[src/rtl/core/smap_pkg.sv]
// Shared constants and types for the mapped address parser.
package smap_pkg;

    localparam int MAX_MESSAGE_BYTES_DEF = 512;

    localparam int          HEADER_BYTES = 20;
    localparam logic [15:0] MAPPED_KIND  = 16'h0020;
    localparam logic [15:0] PORT_MASK    = 16'h2112;
    localparam logic [31:0] ADDR_MASK    = 32'h2112_A442;

    localparam logic [1:0] PH_HEADER = 2'd0;
    localparam logic [1:0] PH_ATTR   = 2'd1;
    localparam logic [1:0] PH_VALUE  = 2'd2;
    localparam logic [1:0] PH_SKIP   = 2'd3;

    typedef struct packed {
        logic        found;
        logic [15:0] mapped_port;
        logic [31:0] mapped_address;
    } t_result;

endpackage

[src/rtl/core/smap_in_if.sv]
// Byte channel carrying the received message.
interface smap_in_if;
    logic       valid;
    logic       ready;
    logic [7:0] msg_byte;
    logic       end_of_msg;

    modport source (output valid, output msg_byte, output end_of_msg, input ready);
    modport sink   (input valid, input msg_byte, input end_of_msg, output ready);
endinterface

[src/rtl/core/smap_out_if.sv]
// Result channel carrying the decoded mapped address.
interface smap_out_if;
    logic        valid;
    logic        ready;
    logic        found;
    logic [15:0] mapped_port;
    logic [31:0] mapped_address;

    modport source (output valid, output found, output mapped_port,
                    output mapped_address, input ready);
    modport sink   (input valid, input found, input mapped_port,
                    input mapped_address, output ready);
endinterface

[src/rtl/core/stun_mapped_address_parser.sv]
// Top level: byte-serial STUN response parser extracting the mapped address.
//
// Usage:
//   i_in  takes one message byte per word, end_of_msg set on the final byte.
//   o_res gives one word per message, on its final byte: found, port and
//   IPv4 address with the XOR masks removed (zero when not found).
//   Each byte updates the parse state in the cycle it is accepted; a new
//   byte can be taken every cycle while ready is high, so throughput is
//   one byte per cycle; a final byte's result is registered on o_res.
//   A two-entry result buffer (output register plus skid register) sits on
//   o_res; i_in deasserts ready only while both entries are full, i.e. when
//   the receiver stalls across two pending results.
//   Bytes beyond MAX_MESSAGE_BYTES are accepted but not parsed.
//   Reset (synchronous, active low) returns the parser to the header phase
//   and empties the result buffer. The parser also restarts after each
//   final byte.
module stun_mapped_address_parser #(
    parameter int MAX_MESSAGE_BYTES = smap_pkg::MAX_MESSAGE_BYTES_DEF
) (
    input  logic        i_clk,
    input  logic        i_rst_n,
    smap_in_if.sink     i_in,
    smap_out_if.source  o_res
);

    localparam int POS_W = $clog2(MAX_MESSAGE_BYTES + 1);

    logic [POS_W-1:0] r_pos, n_pos;
    logic [1:0]       r_phase, n_phase;
    logic [2:0]       r_cnt, n_cnt;
    logic [15:0]      r_kind, n_kind;
    logic [15:0]      r_left, n_left;
    logic [15:0]      r_port, n_port;
    logic [31:0]      r_addr, n_addr;
    logic             r_match, n_match;
    logic             r_capt, n_capt;

    smap_pkg::t_result r_out, r_skid, res;
    logic              r_out_valid, r_skid_valid;

    logic accept, emit, ok;
    logic [7:0] b;

    assign i_in.ready = !r_skid_valid;
    assign accept     = i_in.valid && i_in.ready;
    assign emit       = accept && i_in.end_of_msg;
    assign b          = i_in.msg_byte;

    always_comb begin
        n_pos   = r_pos;
        n_phase = r_phase;
        n_cnt   = r_cnt;
        n_kind  = r_kind;
        n_left  = r_left;
        n_port  = r_port;
        n_addr  = r_addr;
        n_match = r_match;
        n_capt  = r_capt;
        ok      = 1'b0;
        res     = '0;
        if (accept) begin
            if (r_pos < POS_W'(MAX_MESSAGE_BYTES)) begin
                n_pos = r_pos + POS_W'(1);
                unique case (r_phase)
                    smap_pkg::PH_HEADER: begin
                        if (r_pos >= POS_W'(smap_pkg::HEADER_BYTES - 1)) begin
                            n_phase = smap_pkg::PH_ATTR;
                            n_cnt   = 3'd0;
                        end
                    end
                    smap_pkg::PH_ATTR: begin
                        if (r_cnt < 3'd2) begin
                            n_kind = {r_kind[7:0], b};
                        end else begin
                            n_left = {r_left[7:0], b};
                        end
                        if (r_cnt >= 3'd3) begin
                            n_cnt = 3'd0;
                            if (n_kind == smap_pkg::MAPPED_KIND) begin
                                n_match = 1'b1;
                                n_phase = smap_pkg::PH_VALUE;
                            end else if (n_left != 16'd0) begin
                                n_phase = smap_pkg::PH_SKIP;
                            end
                        end else begin
                            n_cnt = r_cnt + 3'd1;
                        end
                    end
                    smap_pkg::PH_VALUE: begin
                        if (r_left != 16'd0) begin
                            n_left = r_left - 16'd1;
                        end
                        if (!r_capt) begin
                            if (r_cnt == 3'd2 || r_cnt == 3'd3) begin
                                n_port = {r_port[7:0], b};
                            end else if (r_cnt >= 3'd4) begin
                                n_addr = {r_addr[23:0], b};
                            end
                            if (r_cnt >= 3'd7) begin
                                n_capt = 1'b1;
                            end else begin
                                n_cnt = r_cnt + 3'd1;
                            end
                        end
                    end
                    default: begin
                        if (r_left != 16'd0) begin
                            n_left = r_left - 16'd1;
                        end
                        if (n_left == 16'd0) begin
                            n_phase = smap_pkg::PH_ATTR;
                        end
                    end
                endcase
            end
            if (i_in.end_of_msg) begin
                ok = n_match && n_capt && (n_left == 16'd0);
                res.found          = ok;
                res.mapped_port    = ok ? (n_port ^ smap_pkg::PORT_MASK) : 16'd0;
                res.mapped_address = ok ? (n_addr ^ smap_pkg::ADDR_MASK) : 32'd0;
                n_pos   = '0;
                n_phase = smap_pkg::PH_HEADER;
                n_cnt   = 3'd0;
                n_kind  = 16'd0;
                n_left  = 16'd0;
                n_port  = 16'd0;
                n_addr  = 32'd0;
                n_match = 1'b0;
                n_capt  = 1'b0;
            end
        end
    end

    always_ff @(posedge i_clk) begin
        if (!i_rst_n) begin
            r_pos   <= '0;
            r_phase <= smap_pkg::PH_HEADER;
            r_cnt   <= 3'd0;
            r_kind  <= 16'd0;
            r_left  <= 16'd0;
            r_port  <= 16'd0;
            r_addr  <= 32'd0;
            r_match <= 1'b0;
            r_capt  <= 1'b0;
        end else begin
            r_pos   <= n_pos;
            r_phase <= n_phase;
            r_cnt   <= n_cnt;
            r_kind  <= n_kind;
            r_left  <= n_left;
            r_port  <= n_port;
            r_addr  <= n_addr;
            r_match <= n_match;
            r_capt  <= n_capt;
        end
    end

    // result buffer: output register backed by a skid register
    always_ff @(posedge i_clk) begin
        if (!i_rst_n) begin
            r_out_valid  <= 1'b0;
            r_skid_valid <= 1'b0;
        end else if (r_out_valid && o_res.ready) begin
            if (r_skid_valid) begin
                r_out        <= r_skid;
                r_skid_valid <= 1'b0;
            end else if (emit) begin
                r_out <= res;
            end else begin
                r_out_valid <= 1'b0;
            end
        end else if (emit) begin
            if (!r_out_valid) begin
                r_out       <= res;
                r_out_valid <= 1'b1;
            end else begin
                r_skid       <= res;
                r_skid_valid <= 1'b1;
            end
        end
    end

    assign o_res.valid          = r_out_valid;
    assign o_res.found          = r_out.found;
    assign o_res.mapped_port    = r_out.mapped_port;
    assign o_res.mapped_address = r_out.mapped_address;

endmodule

[src/flat_wrapper.sv]
// flat-port wrapper written by rule: the top's interface ports become plain ports
module stun_mapped_address_parser_flat 
#(
    parameter int MAX_MESSAGE_BYTES = smap_pkg::MAX_MESSAGE_BYTES_DEF
)
  (i_clk, i_rst_n, i_in_valid, i_in_msg_byte, i_in_end_of_msg, i_in_ready, o_res_valid, o_res_found, o_res_mapped_port, o_res_mapped_address, o_res_ready);
  smap_in_if i_in_i ();
  smap_out_if o_res_i ();
  input  logic i_clk;
  input  logic i_rst_n;
  input wire logic [$bits(i_in_i.valid)-1:0] i_in_valid;
  input wire logic [$bits(i_in_i.msg_byte)-1:0] i_in_msg_byte;
  input wire logic [$bits(i_in_i.end_of_msg)-1:0] i_in_end_of_msg;
  output wire logic [$bits(i_in_i.ready)-1:0] i_in_ready;
  output wire logic [$bits(o_res_i.valid)-1:0] o_res_valid;
  output wire logic [$bits(o_res_i.found)-1:0] o_res_found;
  output wire logic [$bits(o_res_i.mapped_port)-1:0] o_res_mapped_port;
  output wire logic [$bits(o_res_i.mapped_address)-1:0] o_res_mapped_address;
  input wire logic [$bits(o_res_i.ready)-1:0] o_res_ready;
  assign i_in_i.valid = i_in_valid;
  assign i_in_i.msg_byte = i_in_msg_byte;
  assign i_in_i.end_of_msg = i_in_end_of_msg;
  assign i_in_ready = i_in_i.ready;
  assign o_res_valid = o_res_i.valid;
  assign o_res_found = o_res_i.found;
  assign o_res_mapped_port = o_res_i.mapped_port;
  assign o_res_mapped_address = o_res_i.mapped_address;
  assign o_res_i.ready = o_res_ready;
  stun_mapped_address_parser #(.MAX_MESSAGE_BYTES(MAX_MESSAGE_BYTES)) u_core (.i_clk(i_clk), .i_rst_n(i_rst_n), .i_in(i_in_i), .o_res(o_res_i));
endmodule
[config.mk]
export PLATFORM = sky130hd
export DESIGN_NAME = stun_mapped_address_parser_flat
export DESIGN_NICKNAME = d
export VERILOG_FILES = /design/src/rtl/core/smap_pkg.sv /design/src/rtl/core/smap_in_if.sv /design/src/rtl/core/smap_out_if.sv /design/src/rtl/core/stun_mapped_address_parser.sv /design/src/flat_wrapper.sv
export SDC_FILE = /design/constraint.sdc
export NUM_CORES = 1
export LEC_CHECK = 0
export ABC_AREA = 1
export BUFFER_PORTS_ARGS = -buffer_cell sky130_fd_sc_hd__buf_2
export CORE_MARGIN = 8
export CORE_UTILIZATION = 55
export DETAILED_ROUTE_END_ITERATION = 12
export PLACE_DENSITY_LB_ADDON = 0.1
export SLEW_MARGIN = 20
export SYNTH_ARGS = -nofsm -noshare
export SYNTH_HDL_FRONTEND = slang
export SYNTH_SLANG_ARGS = --single-unit
[constraint.sdc]
create_clock -name i_clk -period 15.8 [get_ports i_clk]
set_input_delay 0.79 -clock i_clk [delete_from_list [all_inputs] [get_ports i_clk]]
set_output_delay 0.79 -clock i_clk [all_outputs]
set_load 0.01 [all_outputs]
Yosys cells after proc, flatten, opt, wreduce, memory -nomap -nowiden:

Index checks and enable logic that the tools add are counted.

* bits in registers: 197
* latch bits: 0
* bits in writable memories: 0
* ROM bits: 0
* input port bits: 13
* output and inout port bits: 51
* logic and storage cells: 146
* memories: 0

* add/subtract/negate cells: 3
* $mul: 0
* divide/modulo/power cells: 0
* magnitude comparators: 6
* equality and inequality tests: 14
* shift-type cells: 0
* muxes and demuxes: 74
* bitwise gates (word level): 4
* reduce and logical (&&, ||, !) cells: 28

Operator list (count)
* $mux W16: 25
* $mux W49: 7
* $mux W32: 8
* $pmux W16 S3: 1
* $logic_not A16 Y1: 2
* $reduce_bool A16 Y1: 2
* $mux W10: 2
* $mux W3: 6
* $eq A16 B6 Y1 const B: 1
* $mux W1: 16
* $sub A16 B1 Y16 const B: 1
* $mux W2: 7
* $add A10 B1 Y10 const B: 1
* $ge A10 B5 Y1 const B: 1
* $lt A10 B10 Y1 const B: 1
* $not A9 Y9: 1
* $pmux W3 S3: 1
* $ne A2 B2 Y1 const B: 4
* $reduce_and A4 Y1: 2
* $reduce_bool A2 Y1: 4
* $reduce_bool A4 Y1: 2
* $reduce_and A7 Y1: 1
* $eq A3 B2 Y1 const B: 2
* $ge A3 B3 Y1 const B: 2
* 20 further kinds: 29

Longest topological paths before layout:

* depth in word-level cells: 19
* gate-level depth with buffers: 17
* gate-level depth less buffers: 15

Worst setup path after synthesis:

OpenSTA, ideal clock, no wires.

* path kind: input port to flip-flop
* start: input port o_res_ready
* end: register u_core.r_out, in the netlist u_core.o_res.found, enable pin
* library setup time: 0.536 ns
* arrival time: 5.112 ns
* path slack: 10.153 ns
* stages: 5
* buffers on the path: 1
* cells stage by stage: nand2_1 > nor2_1 > clkbuf_1 > inv_1 > a221oi_1

* longest elaborated chain between the ends: 3
* elaborated cells on any way between the ends: 4

RTL lines
* start: declaration: line flat_wrapper.sv:19 `input wire logic [$bits(o_res_i.ready)-1:0] o_res_ready;`
* $logic_and A1 B1 Y1 (*): line stun_mapped_address_parser.sv:163 `end else if (r_out_valid && o_res.ready) begin`
* $ne A2 B2 Y1 (no source line) / $reduce_bool A2 Y1 (equally long branches)
* $reduce_and A4 Y1 (no source line) (*)
* end signal: assignment: line stun_mapped_address_parser.sv:165 `r_out <= r_skid;`
* end signal: assignment: line stun_mapped_address_parser.sv:168 `r_out <= res;`
* end signal: assignment: line stun_mapped_address_parser.sv:174 `r_out <= res;`
* end: declaration: line stun_mapped_address_parser.sv:38 `smap_pkg::t_result r_out, r_skid, res;`

Every way passes the cells marked *; elsewhere a longest branch is shown, timed or not.
A chain may end at the register's enable or synchronous reset.

Final worst setup path:

* start: register u_core.r_cnt[2]
* end: register u_core.r_out, in the netlist u_core.o_res.mapped_address[3], data pin

* longest elaborated chain between the ends: 19
* elaborated cells on any way between the ends: 46

RTL lines
* start: declaration: line stun_mapped_address_parser.sv:30 `logic [2:0] r_cnt, n_cnt;`
* start signal: assignment: line stun_mapped_address_parser.sv:148 `r_cnt <= n_cnt;`
* $lt A3 B2 Y1: line stun_mapped_address_parser.sv:72 `if (r_cnt < 3'd2) begin`
* $mux W16: line stun_mapped_address_parser.sv:72
* $mux W16: line stun_mapped_address_parser.sv:64 `unique case (r_phase)`
* $mux W16: line stun_mapped_address_parser.sv:62 `if (r_pos < POS_W'(MAX_MESSAGE_BYTES)) begin`
* $mux W16: line stun_mapped_address_parser.sv:61 `if (accept) begin`
* $eq A16 B6 Y1: line stun_mapped_address_parser.sv:79 `if (n_kind == smap_pkg::MAPPED_KIND) begin`
* $mux W1: line stun_mapped_address_parser.sv:79
* $mux W1: line stun_mapped_address_parser.sv:77 `if (r_cnt >= 3'd3) begin`
* [2 not listed]
* $mux W1: line stun_mapped_address_parser.sv:61
* $logic_and A1 B1 Y1 (2 in series): line stun_mapped_address_parser.sv:117 `ok = n_match && n_capt && (n_left == 16'd0);`
* $mux W32 (*): line stun_mapped_address_parser.sv:120 `res.mapped_address = ok ? (n_addr ^ smap_pkg::ADDR_MASK) : 32'd0;`
* $mux W49 (*): line stun_mapped_address_parser.sv:116 `if (i_in.end_of_msg) begin`
* $mux W49 (*): line stun_mapped_address_parser.sv:61
* $mux W49 (on tied branches): line stun_mapped_address_parser.sv:173, stun_mapped_address_parser.sv:167
* $mux W49 (on tied branches): line stun_mapped_address_parser.sv:172, stun_mapped_address_parser.sv:164
* $mux W49 (*): line stun_mapped_address_parser.sv:163

Every way passes the cells marked *; elsewhere a longest branch is shown, timed or not. The select of a mux whose other input is x is not followed.

==> run_results.csv <==
group,metric,value,unit
hold_path,min_path_type,"reg2reg",
sta,grt_setup_unrepaired,"no",
finish,multiInputGateArea,0.00415,sq mm
logic_synthesis,synthTopCellsByCount,"nand2_1, inv_1, o21ai_0, a21oi_1, nor2_1",
routing,wl_per_cell,15.1,um
placed_design,gp_congestion,0.998,
routing,routed_wl,24.3,mm
sta,finalCriticalPeriod,3520,ps
placed_design,place_area,0.0104,sq mm
logic_synthesis,post-synth-top-area-cell,"edfxtp_1",
finish,n_fill_cell,1646,
finish,seqCellArea,0.00492,sq mm
clock_network,clk_path_buf_depth,2,
power_and_ir_drop,power_density,106,mW/mm^2
logic_synthesis,synth_area,0.00997,sq mm
logic_synthesis,ys_ff_latch,197,
clock_network,cts_resized,0,
die,die_x,151,um
die,core_area,0.0179,sq mm
routing,drt_iter0_drc,798,
logic_synthesis,yosysSeqAreaShare,49.4,%
sta,final-hold-violation-count,0,
logic_synthesis,synthesis.nets,1359,
setup_path,crit_type,"reg2reg",
power_and_ir_drop,ir_drop,0.0791,mV
placed_design,place_ws,12130,ps
setup_path,r2r_end,"u_core.o_res.mapped_address[3]",
sta,finClkSkew,10.3,ps
clock_network,cts_tree,"built",
sta,finalCritPeriodShare,22.3,%
setup_path,arrival,3660,ps
setup_path,crit_start,"u_core.r_cnt[2]",
setup_path,critPathMaxFanout,98,
clock_network,clockRootBuffer,"clkbuf_16",
sta,max-slew-margin-rel,32.4,%
logic_synthesis,yosysWarnings,0,
sta,fmax,284,MHz
logic_synthesis,yosysTopAreaCellShare,29.5,%
logic_synthesis,synth_edf_count,98,
finish,fin_nets,1382,
finish,instances_no_fill,1602,
global_routing,grt_pass1_wl,39.0,mm
global_routing,antenna_found_initial,0,
clock_network,cts_buffers,17,
routing,post-route-drc-count,0,
sta,layout_setup_ws,12280,ps
logic_synthesis,synth_ff_type,"dfxtp_1",
finish,final_cell_area,0.0109,sq mm
clock_network,clock-sinks,197,
clock_network,clk_pin_slew_worst_paths,70,ps
logic_synthesis,syn-instance-count,1337,
clock_network,clk_latency,440,ps
logic_synthesis,synth.distinct_cells,38,
routing,drt_pass1_iterations,5,
setup_path,end_kind,"register",
placed_design,place_inst,1570,
logic_synthesis,syn_avg_cell_area,7.46,sq um
global_routing,track_usage,21.6,%
routing,ant_nets,0,
clock_network,hold_buffers,0,
setup_path,crit_end,"u_core.o_res.mapped_address[3]",
logic_synthesis,synth_area_leaders,"edfxtp_1, dfxtp_1, nand2_1, inv_1, o21ai_0",
finish,diodes,0,
power_and_ir_drop,power.leakage,4.56,nW
global_routing,grt_pass1_vias,7794,
routing,vias,8584,
global_routing,globalRoute.totalOverflow,0,
sta,setup-tns-final,0,ps
finish,drive_above_1_share,10.1,%
clock_network,h-tree-depth,4,
placed_design,hpwl,16.0,mm
sta,worst_pin_slew,1010,ps
placed_design,port_buffers,63,
job,drv_cap,0,
die,ioPinCount,64,
setup_path,ff2ff_setup_slack,12280,ps
setup_path,r2r-start,"u_core.r_cnt[2]",
logic_synthesis,yosysMostFrequentCell,"nand2_1",
clock_network,post_cts_buffers,0,
logic_synthesis,synth-async-reset-ratio,0,%
status,status,"completed",
global_routing,grt_max_degree,99,
routing,viasPerCell,5.36,
die,dieHeight,151,um
sta,finalSetupViolCount,0,
sta,final-max-slew-violation-count,0,
die,dieArea,0.0227,sq mm
setup_path,rr_worst_depth,13,
finish,area_growth,9.78,%
die,rows,49,
setup_path,crit_path_start_kind,"register",
die,start_util,55.7,%
setup_path,required,15940,ps
==> critical path, stage by stage, from the launching register on <==
cell     delay, ps
dfxtp_1        400
nor2_4         810
o21ai_0        270
o21ai_0        210
inv_1           50
nand2_1         80
nand2_1         60
nand2_1         60
inv_1           40
nand3_1         80
nor2_1          80
nand3_4         70
buf_4          700
o21ai_0        200
==> registers in the layout, indices dropped and copies added, names as in the netlist <==
name                         count
u_core.r_skid_valid              1
u_core.r_left                   16
u_core.r_pos                    10
u_core.o_res.found               1
u_core.o_res.mapped_address     32
u_core.o_res.mapped_port        16
u_core.r_match                   1
u_core.r_kind                   16
u_core.r_capt                    1
u_core.r_phase                   2
u_core.o_res.valid               1
u_core.r_addr                   32
u_core.r_port                   16
u_core.r_skid                   49
u_core.r_cnt                     3
==> kinds of logic (layout without fill, tap and decap cells) <==
group                    Yosys count  in the layout  synth area share (%)
AND/OR/NAND/NOR                  620            620                  25.2
XOR/XNOR                           5              5                 0.439
buffers and inverters            233            269                  9.66
adder cells (fa/ha/maj)            9              9                  1.13
multiplexers                       2              2                 0.226
AO/OA/AOI/OAI                    271            271                  13.9
flip-flops                       197            197                  49.4
==> routing by layer <==
metal	vias up	track usage [%]	share of wire (%)
met5	-	0	0
met4	0	9.35	3.1
met3	49	3.28	6.8
met2	292	33.3	44
met1	3893	29.7	46
li1	4350	-	-
==> report_power, final <==
part	leakage [nW]	internal, W	switching, W
logic	2.44	0.0000534	0.000136
registers	1.84	0.000539	0.00000677
clock network	0.279	0.000223	0.000202
total	4.56	0.000815	0.000345
==> layout by cell type (no fill, tap or decap), drive strengths merged <==
cell type / instances
a211oi: 3
nor2: 117
a22oi: 1
o211ai: 1
a31oi: 1
edfxtp: 98
clkbuf: 18
nor3: 8
dfxtp: 99
nand3: 58
clkinv: 6
nand4: 5
nor4: 3
clkinvlp: 1
nand3b: 2
nand2: 422
buf: 74
mux2: 2
o221ai: 1
a221oi: 1
or2: 3
o22ai: 1
and3: 1
bufinv: 1
o221a: 1
and2: 1
ha: 9
o211a: 1
o21ai: 147
inv: 169
a21oi: 113
xor2: 5
==> through the flow <==
step                      total power, W  hold WS, ps  utilization [%]
after floorplan                 0.000698          427                -
final                            0.00116          455             61.1
after global routing             0.00121          476             61.1
after CTS                        0.00116          453             61.1
after detailed placement        0.000743          443             57.9
after global placement          0.000744          437             57.9
==> worst min-delay path by stage <==
stage / startpoint / to / slack [ps] / cells past startpoint
floorplan: u_core.r_match / u_core.r_match / 430 / 2
global placement: u_core.r_match / u_core.r_match / 440 / 2
detailed placement: u_core.r_match / u_core.r_match / 440 / 2
CTS: u_core.r_match / u_core.r_match / 450 / 2
global route: u_core.r_match / u_core.r_match / 480 / 2
finish: u_core.r_match / u_core.r_match / 450 / 2
==> layout make-up <==
class | instances | share of cell area [%]
well taps | 229 | 2.62
repair buffers | 74 | 3.64
multi-input cells | 907 | 37.9
flip-flops and latches | 197 | 45.0
clock inverters | 14 | 1.31
clock buffers | 18 | 3.92
inverters | 163 | 5.59
Note: power is estimated with default switching activity, not from simulation.
